### src/rc4_pkg.sv
// ----------------------------------------------------------------------------
// RC4 keystream generator package
// Shared widths, constants, command codes and the controller state type.
// ----------------------------------------------------------------------------
package rc4_pkg;

  localparam int unsigned IdxW = 8;
  localparam int unsigned CntW = 9;
  localparam int unsigned TableDepth = 256;

  localparam logic [CntW-1:0] KeyCntFull = 9'd256;
  localparam logic [IdxW-1:0] IdxLast = 8'hFF;

  localparam logic ModeKeyLoad = 1'b0;
  localparam logic ModeRequest = 1'b1;

  typedef enum logic [3:0] {
    StIdle,
    StInit,
    StKsRdK,
    StKsRdL,
    StKsWrK,
    StKsWrL,
    StRqRdI,
    StRqRdJ,
    StRqWrI,
    StRqWrJ
  } state_e;

endpackage

### src/rc4_ram.sv
// ----------------------------------------------------------------------------
// RC4 simple dual-port RAM
// One write port and one read port with a registered read.
// ----------------------------------------------------------------------------
module rc4_ram #(
  parameter int unsigned Depth = 256,
  parameter int unsigned Width = 8,
  localparam int unsigned AddrW = $clog2(Depth)
) (
  input  logic             clk_i,
  input  logic             we_i,
  input  logic [AddrW-1:0] waddr_i,
  input  logic [Width-1:0] wdata_i,
  input  logic [AddrW-1:0] raddr_i,
  output logic [Width-1:0] rdata_o
);

  logic [Width-1:0] mem [Depth];
  logic [Width-1:0] rdata_q;

  always_ff @(posedge clk_i) begin
    if (we_i) begin
      mem[waddr_i] <= wdata_i;
    end
    rdata_q <= mem[raddr_i];
  end

  assign rdata_o = rdata_q;

endmodule

### src/rc4_keystream_generator_core.sv
// ----------------------------------------------------------------------------
// RC4 keystream generator core
// Loads a key, runs the key schedule and produces keystream bytes on request.
// ----------------------------------------------------------------------------
// Usage: a command is transferred at a rising edge with start high and busy
// low. A key-load command (mode 0) writes key_byte_i into the key store in
// that cycle and produces no result; busy stays low unless key_last_i is set.
// With key_last_i set the core runs the key schedule: it fills the permutation
// with the identity in StInit, then runs each of the 256 mixing steps through
// StKsRdK, StKsRdL, StKsWrK and StKsWrL; busy is high throughout.
// A request command (mode 1) produces exactly one result, shown for one cycle
// with valid_o high. Once keyed, busy is high through the states StRqRdI
// (read S[i]), StRqRdJ (read S[j]), StRqWrI (swap and read the output entry)
// and StRqWrJ (final write), and the result appears in the cycle after; a new
// request is taken only once busy is low. The sequence is set by the single read
// and single write port of the permutation memory. Before any key schedule a
// request returns 0 with keyed_o low in the next cycle and busy stays low.
// Reset clears the indices, the key count and the keyed flag; the memories
// are left as they are; the permutation is fully written by the first key schedule.
// The receiver cannot stall: each result must be taken in its cycle.
// ----------------------------------------------------------------------------
module rc4_keystream_generator_core (
  input  logic       clk_i,
  input  logic       rst_ni,
  input  logic       start,
  output logic       busy,
  input  logic       mode_i,
  input  logic [7:0] key_byte_i,
  input  logic       key_last_i,
  output logic       valid_o,
  output logic [7:0] keystream_byte_o,
  output logic       keyed_o
);

  rc4_pkg::state_e state_q, state_d;

  logic                     accept;
  logic [rc4_pkg::CntW-1:0] key_cnt_q, key_cnt_d, key_cnt_inc;
  logic [rc4_pkg::CntW-1:0] key_len_q, key_len_d;
  logic [rc4_pkg::IdxW-1:0] i_q, i_d, j_q, j_d;
  logic                     keyed_flag_q, keyed_flag_d;
  logic                     valid_q, valid_d;
  logic [rc4_pkg::IdxW-1:0] k_q, k_d, kk_q, kk_d, l_q, l_d;
  logic [rc4_pkg::IdxW-1:0] a_q, a_d, b_q, b_d, t_q, t_d;
  logic [7:0]               ks_q, ks_d;
  logic                     keyed_out_q, keyed_out_d;
  logic [rc4_pkg::IdxW-1:0] l_sum, j_sum, i_inc;

  logic                     s_we;
  logic [rc4_pkg::IdxW-1:0] s_waddr, s_wdata, s_raddr, s_rdata;
  logic                     k_we;
  logic [rc4_pkg::IdxW-1:0] k_rdata;

  assign accept = start && (state_q == rc4_pkg::StIdle);
  assign key_cnt_inc = (key_cnt_q < rc4_pkg::KeyCntFull) ? key_cnt_q + 9'd1 : key_cnt_q;
  assign l_sum = l_q + s_rdata + k_rdata;
  assign j_sum = j_q + s_rdata;
  assign i_inc = i_q + 8'd1;

  rc4_ram #(
    .Depth(rc4_pkg::TableDepth),
    .Width(rc4_pkg::IdxW)
  ) u_perm_ram (
    .clk_i  (clk_i),
    .we_i   (s_we),
    .waddr_i(s_waddr),
    .wdata_i(s_wdata),
    .raddr_i(s_raddr),
    .rdata_o(s_rdata)
  );

  rc4_ram #(
    .Depth(rc4_pkg::TableDepth),
    .Width(rc4_pkg::IdxW)
  ) u_key_ram (
    .clk_i  (clk_i),
    .we_i   (k_we),
    .waddr_i(key_cnt_q[rc4_pkg::IdxW-1:0]),
    .wdata_i(key_byte_i),
    .raddr_i(kk_q),
    .rdata_o(k_rdata)
  );

  always_comb begin
    state_d = state_q;
    case (state_q)
      rc4_pkg::StIdle: begin
        if (accept) begin
          if (mode_i == rc4_pkg::ModeKeyLoad) begin
            if (key_last_i) begin
              state_d = rc4_pkg::StInit;
            end
          end else if (keyed_flag_q) begin
            state_d = rc4_pkg::StRqRdI;
          end
        end
      end
      rc4_pkg::StInit: begin
        if (k_q == rc4_pkg::IdxLast) begin
          state_d = rc4_pkg::StKsRdK;
        end
      end
      rc4_pkg::StKsRdK: state_d = rc4_pkg::StKsRdL;
      rc4_pkg::StKsRdL: state_d = rc4_pkg::StKsWrK;
      rc4_pkg::StKsWrK: state_d = rc4_pkg::StKsWrL;
      rc4_pkg::StKsWrL: begin
        state_d = (k_q == rc4_pkg::IdxLast) ? rc4_pkg::StIdle : rc4_pkg::StKsRdK;
      end
      rc4_pkg::StRqRdI: state_d = rc4_pkg::StRqRdJ;
      rc4_pkg::StRqRdJ: state_d = rc4_pkg::StRqWrI;
      rc4_pkg::StRqWrI: state_d = rc4_pkg::StRqWrJ;
      rc4_pkg::StRqWrJ: state_d = rc4_pkg::StIdle;
      default: state_d = rc4_pkg::StIdle;
    endcase
  end

  always_comb begin
    key_cnt_d    = key_cnt_q;
    key_len_d    = key_len_q;
    i_d          = i_q;
    j_d          = j_q;
    keyed_flag_d = keyed_flag_q;
    valid_d      = 1'b0;
    k_d          = k_q;
    kk_d         = kk_q;
    l_d          = l_q;
    a_d          = a_q;
    b_d          = b_q;
    t_d          = t_q;
    ks_d         = ks_q;
    keyed_out_d  = keyed_out_q;
    s_we         = 1'b0;
    s_waddr      = k_q;
    s_wdata      = k_q;
    s_raddr      = k_q;
    k_we         = 1'b0;
    case (state_q)
      rc4_pkg::StIdle: begin
        if (accept) begin
          if (mode_i == rc4_pkg::ModeKeyLoad) begin
            // Bytes beyond the store's depth are dropped; the count saturates.
            k_we      = key_cnt_q < rc4_pkg::KeyCntFull;
            key_cnt_d = key_cnt_inc;
            if (key_last_i) begin
              key_len_d = key_cnt_inc;
              key_cnt_d = '0;
              k_d       = '0;
            end
          end else if (!keyed_flag_q) begin
            valid_d     = 1'b1;
            ks_d        = '0;
            keyed_out_d = 1'b0;
          end
        end
      end
      rc4_pkg::StInit: begin
        s_we    = 1'b1;
        s_waddr = k_q;
        s_wdata = k_q;
        k_d     = k_q + 8'd1;
        l_d     = '0;
        kk_d    = '0;
      end
      rc4_pkg::StKsRdK: begin
        s_raddr = k_q;
      end
      rc4_pkg::StKsRdL: begin
        l_d     = l_sum;
        s_raddr = l_sum;
        a_d     = s_rdata;
      end
      rc4_pkg::StKsWrK: begin
        s_we    = 1'b1;
        s_waddr = k_q;
        s_wdata = s_rdata;
      end
      rc4_pkg::StKsWrL: begin
        s_we    = 1'b1;
        s_waddr = l_q;
        s_wdata = a_q;
        k_d     = k_q + 8'd1;
        kk_d    = (({1'b0, kk_q} + 9'd1) == key_len_q) ? '0 : kk_q + 8'd1;
        if (k_q == rc4_pkg::IdxLast) begin
          i_d          = '0;
          j_d          = '0;
          keyed_flag_d = 1'b1;
        end
      end
      rc4_pkg::StRqRdI: begin
        s_raddr = i_inc;
        i_d     = i_inc;
      end
      rc4_pkg::StRqRdJ: begin
        s_raddr = j_sum;
        j_d     = j_sum;
        a_d     = s_rdata;
      end
      rc4_pkg::StRqWrI: begin
        s_we    = 1'b1;
        s_waddr = i_q;
        s_wdata = s_rdata;
        b_d     = s_rdata;
        t_d     = a_q + s_rdata;
        s_raddr = a_q + s_rdata;
      end
      rc4_pkg::StRqWrJ: begin
        s_we        = 1'b1;
        s_waddr     = j_q;
        s_wdata     = a_q;
        valid_d     = 1'b1;
        keyed_out_d = 1'b1;
        // The output entry may be one of the two just swapped, whose new
        // values are not yet visible through the read port.
        if (t_q == i_q) begin
          ks_d = b_q;
        end else if (t_q == j_q) begin
          ks_d = a_q;
        end else begin
          ks_d = s_rdata;
        end
      end
      default: begin
        valid_d = 1'b0;
      end
    endcase
  end

  always_ff @(posedge clk_i or negedge rst_ni) begin
    if (!rst_ni) begin
      state_q      <= rc4_pkg::StIdle;
      key_cnt_q    <= '0;
      i_q          <= '0;
      j_q          <= '0;
      keyed_flag_q <= 1'b0;
      valid_q      <= 1'b0;
    end else begin
      state_q      <= state_d;
      key_cnt_q    <= key_cnt_d;
      i_q          <= i_d;
      j_q          <= j_d;
      keyed_flag_q <= keyed_flag_d;
      valid_q      <= valid_d;
    end
  end

  always_ff @(posedge clk_i) begin
    key_len_q   <= key_len_d;
    k_q         <= k_d;
    kk_q        <= kk_d;
    l_q         <= l_d;
    a_q         <= a_d;
    b_q         <= b_d;
    t_q         <= t_d;
    ks_q        <= ks_d;
    keyed_out_q <= keyed_out_d;
  end

  assign busy             = state_q != rc4_pkg::StIdle;
  assign valid_o          = valid_q;
  assign keystream_byte_o = ks_q;
  assign keyed_o          = keyed_out_q;

  // A result is only shown once the controller has returned to idle.
  a_valid_idle: assert property (@(posedge clk_i) disable iff (!rst_ni)
    valid_o |-> !busy)
    else $error("result strobe while busy");

  a_unkeyed_zero: assert property (@(posedge clk_i) disable iff (!rst_ni)
    (valid_o && !keyed_o) |-> (keystream_byte_o == 8'd0))
    else $error("unkeyed result is not zero");

  a_keyed_sticky: assert property (@(posedge clk_i) disable iff (!rst_ni)
    keyed_flag_q |=> keyed_flag_q)
    else $error("keyed flag dropped");

  a_key_cnt_range: assert property (@(posedge clk_i) disable iff (!rst_ni)
    key_cnt_q <= rc4_pkg::KeyCntFull)
    else $error("key count beyond store depth");

endmodule
### config.mk
export PLATFORM = sky130hd
export DESIGN_NAME = rc4_keystream_generator_core
export DESIGN_NICKNAME = d
export VERILOG_FILES = /design/src/rc4_pkg.sv /design/src/rc4_ram.sv /design/src/rc4_keystream_generator_core.sv
export SDC_FILE = /design/constraint.sdc
export NUM_CORES = 2
export LEC_CHECK = 0
export BUFFER_PORTS_ARGS = -buffer_cell sky130_fd_sc_hd__buf_2
export CAP_MARGIN = 20
export CELL_PAD_IN_SITES_DETAIL_PLACEMENT = 1
export CELL_PAD_IN_SITES_GLOBAL_PLACEMENT = 1
export CORE_MARGIN = 5
export CORE_UTILIZATION = 45
export DETAILED_ROUTE_END_ITERATION = 6
export PLACE_DENSITY_LB_ADDON = 0.1
export SYNTH_ARGS = -nofsm -noshare
export SYNTH_HDL_FRONTEND = slang
export SYNTH_HIERARCHICAL = 1
export SYNTH_SLANG_ARGS = --single-unit
export TNS_END_PERCENT = 100
### constraint.sdc
create_clock -name clk_i -period 6.16 [get_ports clk_i]
set_input_delay 0.616 -clock clk_i [delete_from_list [all_inputs] [get_ports clk_i]]
set_output_delay 0.616 -clock clk_i [all_outputs]
set_load 0.05 [all_outputs]
==> flow_metrics.env <==
export IMPL_status="finished with violations"
export IMPL_failed_checks="design-rule violations"
export IMPL_final_cells=13600
export IMPL_synth_top_family_by_area="multiplexers"
export IMPL_netlist_top_cell_by_area="edfxtp_1"
export IMPL_fp_coreArea_um2=366000
export IMPL_synth_xor_area_share_pct=0.355
export IMPL_yosys_area_share_simple_pct=3.17
export IMPL_fp_row_count=222
export IMPL_cts_repair_resize_count=0
export IMPL_tightest_slew_ns=1.48
export IMPL_hold_path_depth=1
export IMPL_p_leak_nw=57.8
export IMPL_numPortBuffers=23
export IMPL_synth_top_area_share_pct=75.7
export IMPL_vias=83800
export IMPL_synthAdderAreaFrac_pct=0.303
export IMPL_die_y_um=616
export IMPL_cp_slowest_cell="dfrtp_1"
export IMPL_synth_edf_count=4162
export IMPL_syn_area_um2=165000
export IMPL_setup_violations_final=0
export IMPL_mostFrequentLayoutCell="edfxtp_1"
export IMPL_grt_max_degree=197
export IMPL_worstHoldPathType="input pin to flip-flop"
export IMPL_netlist_instances=8058
export IMPL_route_detailed_vias_per_inst=6.17
export IMPL_synth_area_leaders="edfxtp_1, mux4_2, mux2i_1, nor2_1, a22oi_1"
export IMPL_place_area_um2=172000
export IMPL_dp_hpwl_mm=284
export IMPL_numClockSinks=4209
export IMPL_avgRoutedWirePerCell_um=33.5
export IMPL_slew_viol_final=0
export IMPL_drc=5
export IMPL_grt_antenna_before_repair=25
export IMPL_cp_required_ns=6.94
export IMPL_startpoint_type="flip-flop"
export IMPL_cts_tree="done"
export IMPL_tns_ns=0
export IMPL_wirelength_mm=456
export IMPL_path_cells="nor2_1 -> nor2_1 -> a21o_1 -> nor2_1 -> a31oi_4 -> buf_12 -> mux4_2 -> a22o_1 -> a221oi_1 -> o32ai_1 -> nor3_1 -> nor4_1"
export IMPL_ir_drop_v=0.000462
export IMPL_whs_endpoint="u_key_ram/mem[80][2]"
export IMPL_rsz0062_at_grt="no"
export IMPL_cts_hold_buf=4
export IMPL_die_area_um2=379000
export IMPL_grt_pass1_wl_mm=654
export IMPL_min_period_ns=5.82
export IMPL_min_from="key_byte_i[2]"
export IMPL_final_area_um2=186000
export IMPL_max_stage_delay_ns=0.79
export IMPL_final_cell_mix="edfxtp_1, mux4_2, nor2_1"
export IMPL_first_global_vias=86200
export IMPL_clkTransAtPathRegs_ns=0.06
export IMPL_placedCellCount=12800
export IMPL_initial_core_util_pct=45.2
export IMPL_ios=24
export IMPL_slew_headroom_pct=1.05
export IMPL_p_per_area_nw_per_um2=502
export IMPL_ys_flop_type="edfxtp_1"
export IMPL_final_net_count=8444
export IMPL_synth_compound_area_share_pct=3.84
export IMPL_reg2reg_slack_ns=0.34
export IMPL_reg2reg_from="state_q[0]"
export IMPL_root_buffer="clkbuf_16"
export IMPL_fin_crit_sh_pct=94.5
export IMPL_cts_buffers=437
export IMPL_crit_top_cell="nor2_1"
export IMPL_ys_types=83
export IMPL_synthArstFlopShare_pct=0.737
export IMPL_power_w=0.0935
export IMPL_grt_ovfl_total=0
export IMPL_htreeDepth=5
export IMPL_arrival_ns=6.61
export IMPL_cp_max_fo=57
export IMPL_fillCellCount=32100
export IMPL_max_freq_mhz=172
export IMPL_drtAntennaViolNets=0
export IMPL_post_cts_setup_buffers=0
export IMPL_die_w_um=616
export IMPL_setup_worst_path_class="flip-flop to flip-flop"
export IMPL_yosysWarnings=6
export IMPL_drt_iter0_markers=9664
export IMPL_clkLatencyLatePin_ns=1.00
export IMPL_ys_ff_latch=4209
export IMPL_dr_pass1_iters=7
export IMPL_holdWs_ns=0.0779
export IMPL_synthMuxAreaShare_pct=14.2
export IMPL_r2r_cells=12
export IMPL_critPathTopFamily="compound AO/OA/AOI/OAI gates"
export IMPL_clockBufferDepth=4
export IMPL_hold_viol_final=0
export IMPL_crit_buf_inv=1
export IMPL_area_growth_pct=12.8
export IMPL_yosysSeqAreaShare_pct=76.3
export IMPL_gp_congestion=0.858
export IMPL_syn_avg_cell_area_um2=20.5
export IMPL_timing_rr_end="u_perm_ram/rdata_o[3]"
export IMPL_cap_violations=0
export IMPL_crit_path_end_kind="flip-flop"
export IMPL_synth_fp_nets=8105
export IMPL_drive_above_1_share_pct=22.6
export IMPL_grt_usage_pct=23.7
export IMPL_finalClockSkew_ns=0.0619
-- power breakdown --
part           switching (W)  leakage, nW  internal, W
Clock                 0.0110         6.87       0.0149
Combinational         0.0205         12.8       0.0112
Sequential          0.000511         38.1       0.0352
-- stage by stage --
| stage | worst slack (ns) | util (%) |
|---|---|---|
| floorplan | 1.10 | - |
| global placement | 0.411 | 47.0 |
| detailed placement | 0.297 | 47.0 |
| CTS | 0.233 | 50.9 |
| global route | 0.131 | 50.9 |
| finish | 0.337 | 50.9 |
-- cell type report --
type	count	area, um2	area share, %
clock buffer	527	11400	6.11
clock inverter	283	2650	1.42
sequential	4209	126000	67.7
multi-input combinational	3344	36400	19.5
inverter	18	67.6	0.0363
antenna	5	12.5	0.00671
timing repair buffer	387	3750	2.01
tap	4816	6030	3.23
-- registers in the layout, indices dropped and copies added, names as in the netlist, 9 cells and up --
| name | cells |
|---|---|
| u_perm_ram/mem | 2048 |
| key_len_q | 9 |
| u_key_ram/mem | 2048 |
| key_cnt_q | 9 |
-- worst max-delay path by stage --
stage                           from                     to  slack, ns  depth (start not counted)
after floorplan           state_q[2]   u_perm_ram/mem[0][5]       1.10                          5
after global placement    state_q[0]  u_perm_ram/rdata_o[0]       0.41                         14
after detailed placement  state_q[0]  u_perm_ram/rdata_o[0]       0.30                         14
after CTS                 state_q[0]  u_perm_ram/rdata_o[0]       0.23                         14
after global routing      state_q[0]  u_perm_ram/rdata_o[3]       0.13                         12
final                     state_q[0]  u_perm_ram/rdata_o[3]       0.34                         12
-- per-layer routing --
layer  global-route usage [%]  wire length [um]
met5                        0                21
met1                     35.7            202000
met3                     3.87             30600
met2                     36.5            212000
met4                     5.48             10800
-- kinds of logic (layout without fill, tap and decap cells) --
family	after synthesis	in the layout
AO/OA/AOI/OAI	902	902
flip-flops	4209	4209
other	0	5
multiplexers	1194	1194
adder cells (fa/ha/maj)	34	34
buffers and inverters	505	1215
XOR/XNOR	67	67
AND/OR/NAND/NOR	1147	1147
-- synth_stat cells, types with 10 or more instances --
cell type,number
and2_1,17
xnor2_1,30
mux2i_1,279
nor4_1,52
mux4_2,908
dfxtp_1,16
a221oi_1,29
nand2_1,131
nor2_1,624
dfrtp_1,31
o22ai_1,58
buf_8,26
a22o_1,23
a31oi_1,11
edfxtp_1,4162
ha_1,24
buf_12,16
nand3_1,90
a22oi_1,271
inv_1,16
a21oi_1,214
nand4_1,23
nor2b_1,71
buf_4,55
xor2_1,37
nor3_1,57
fa_1,10
o21ai_0,49
a211oi_1,44
nand2b_1,23
buf_2,73
a21o_1,11
buf_1,44
o221ai_1,92
clkbuf_1,230
o22a_1,11
o211ai_1,22
buf_6,42
Power figures use the tool's default switching activity.
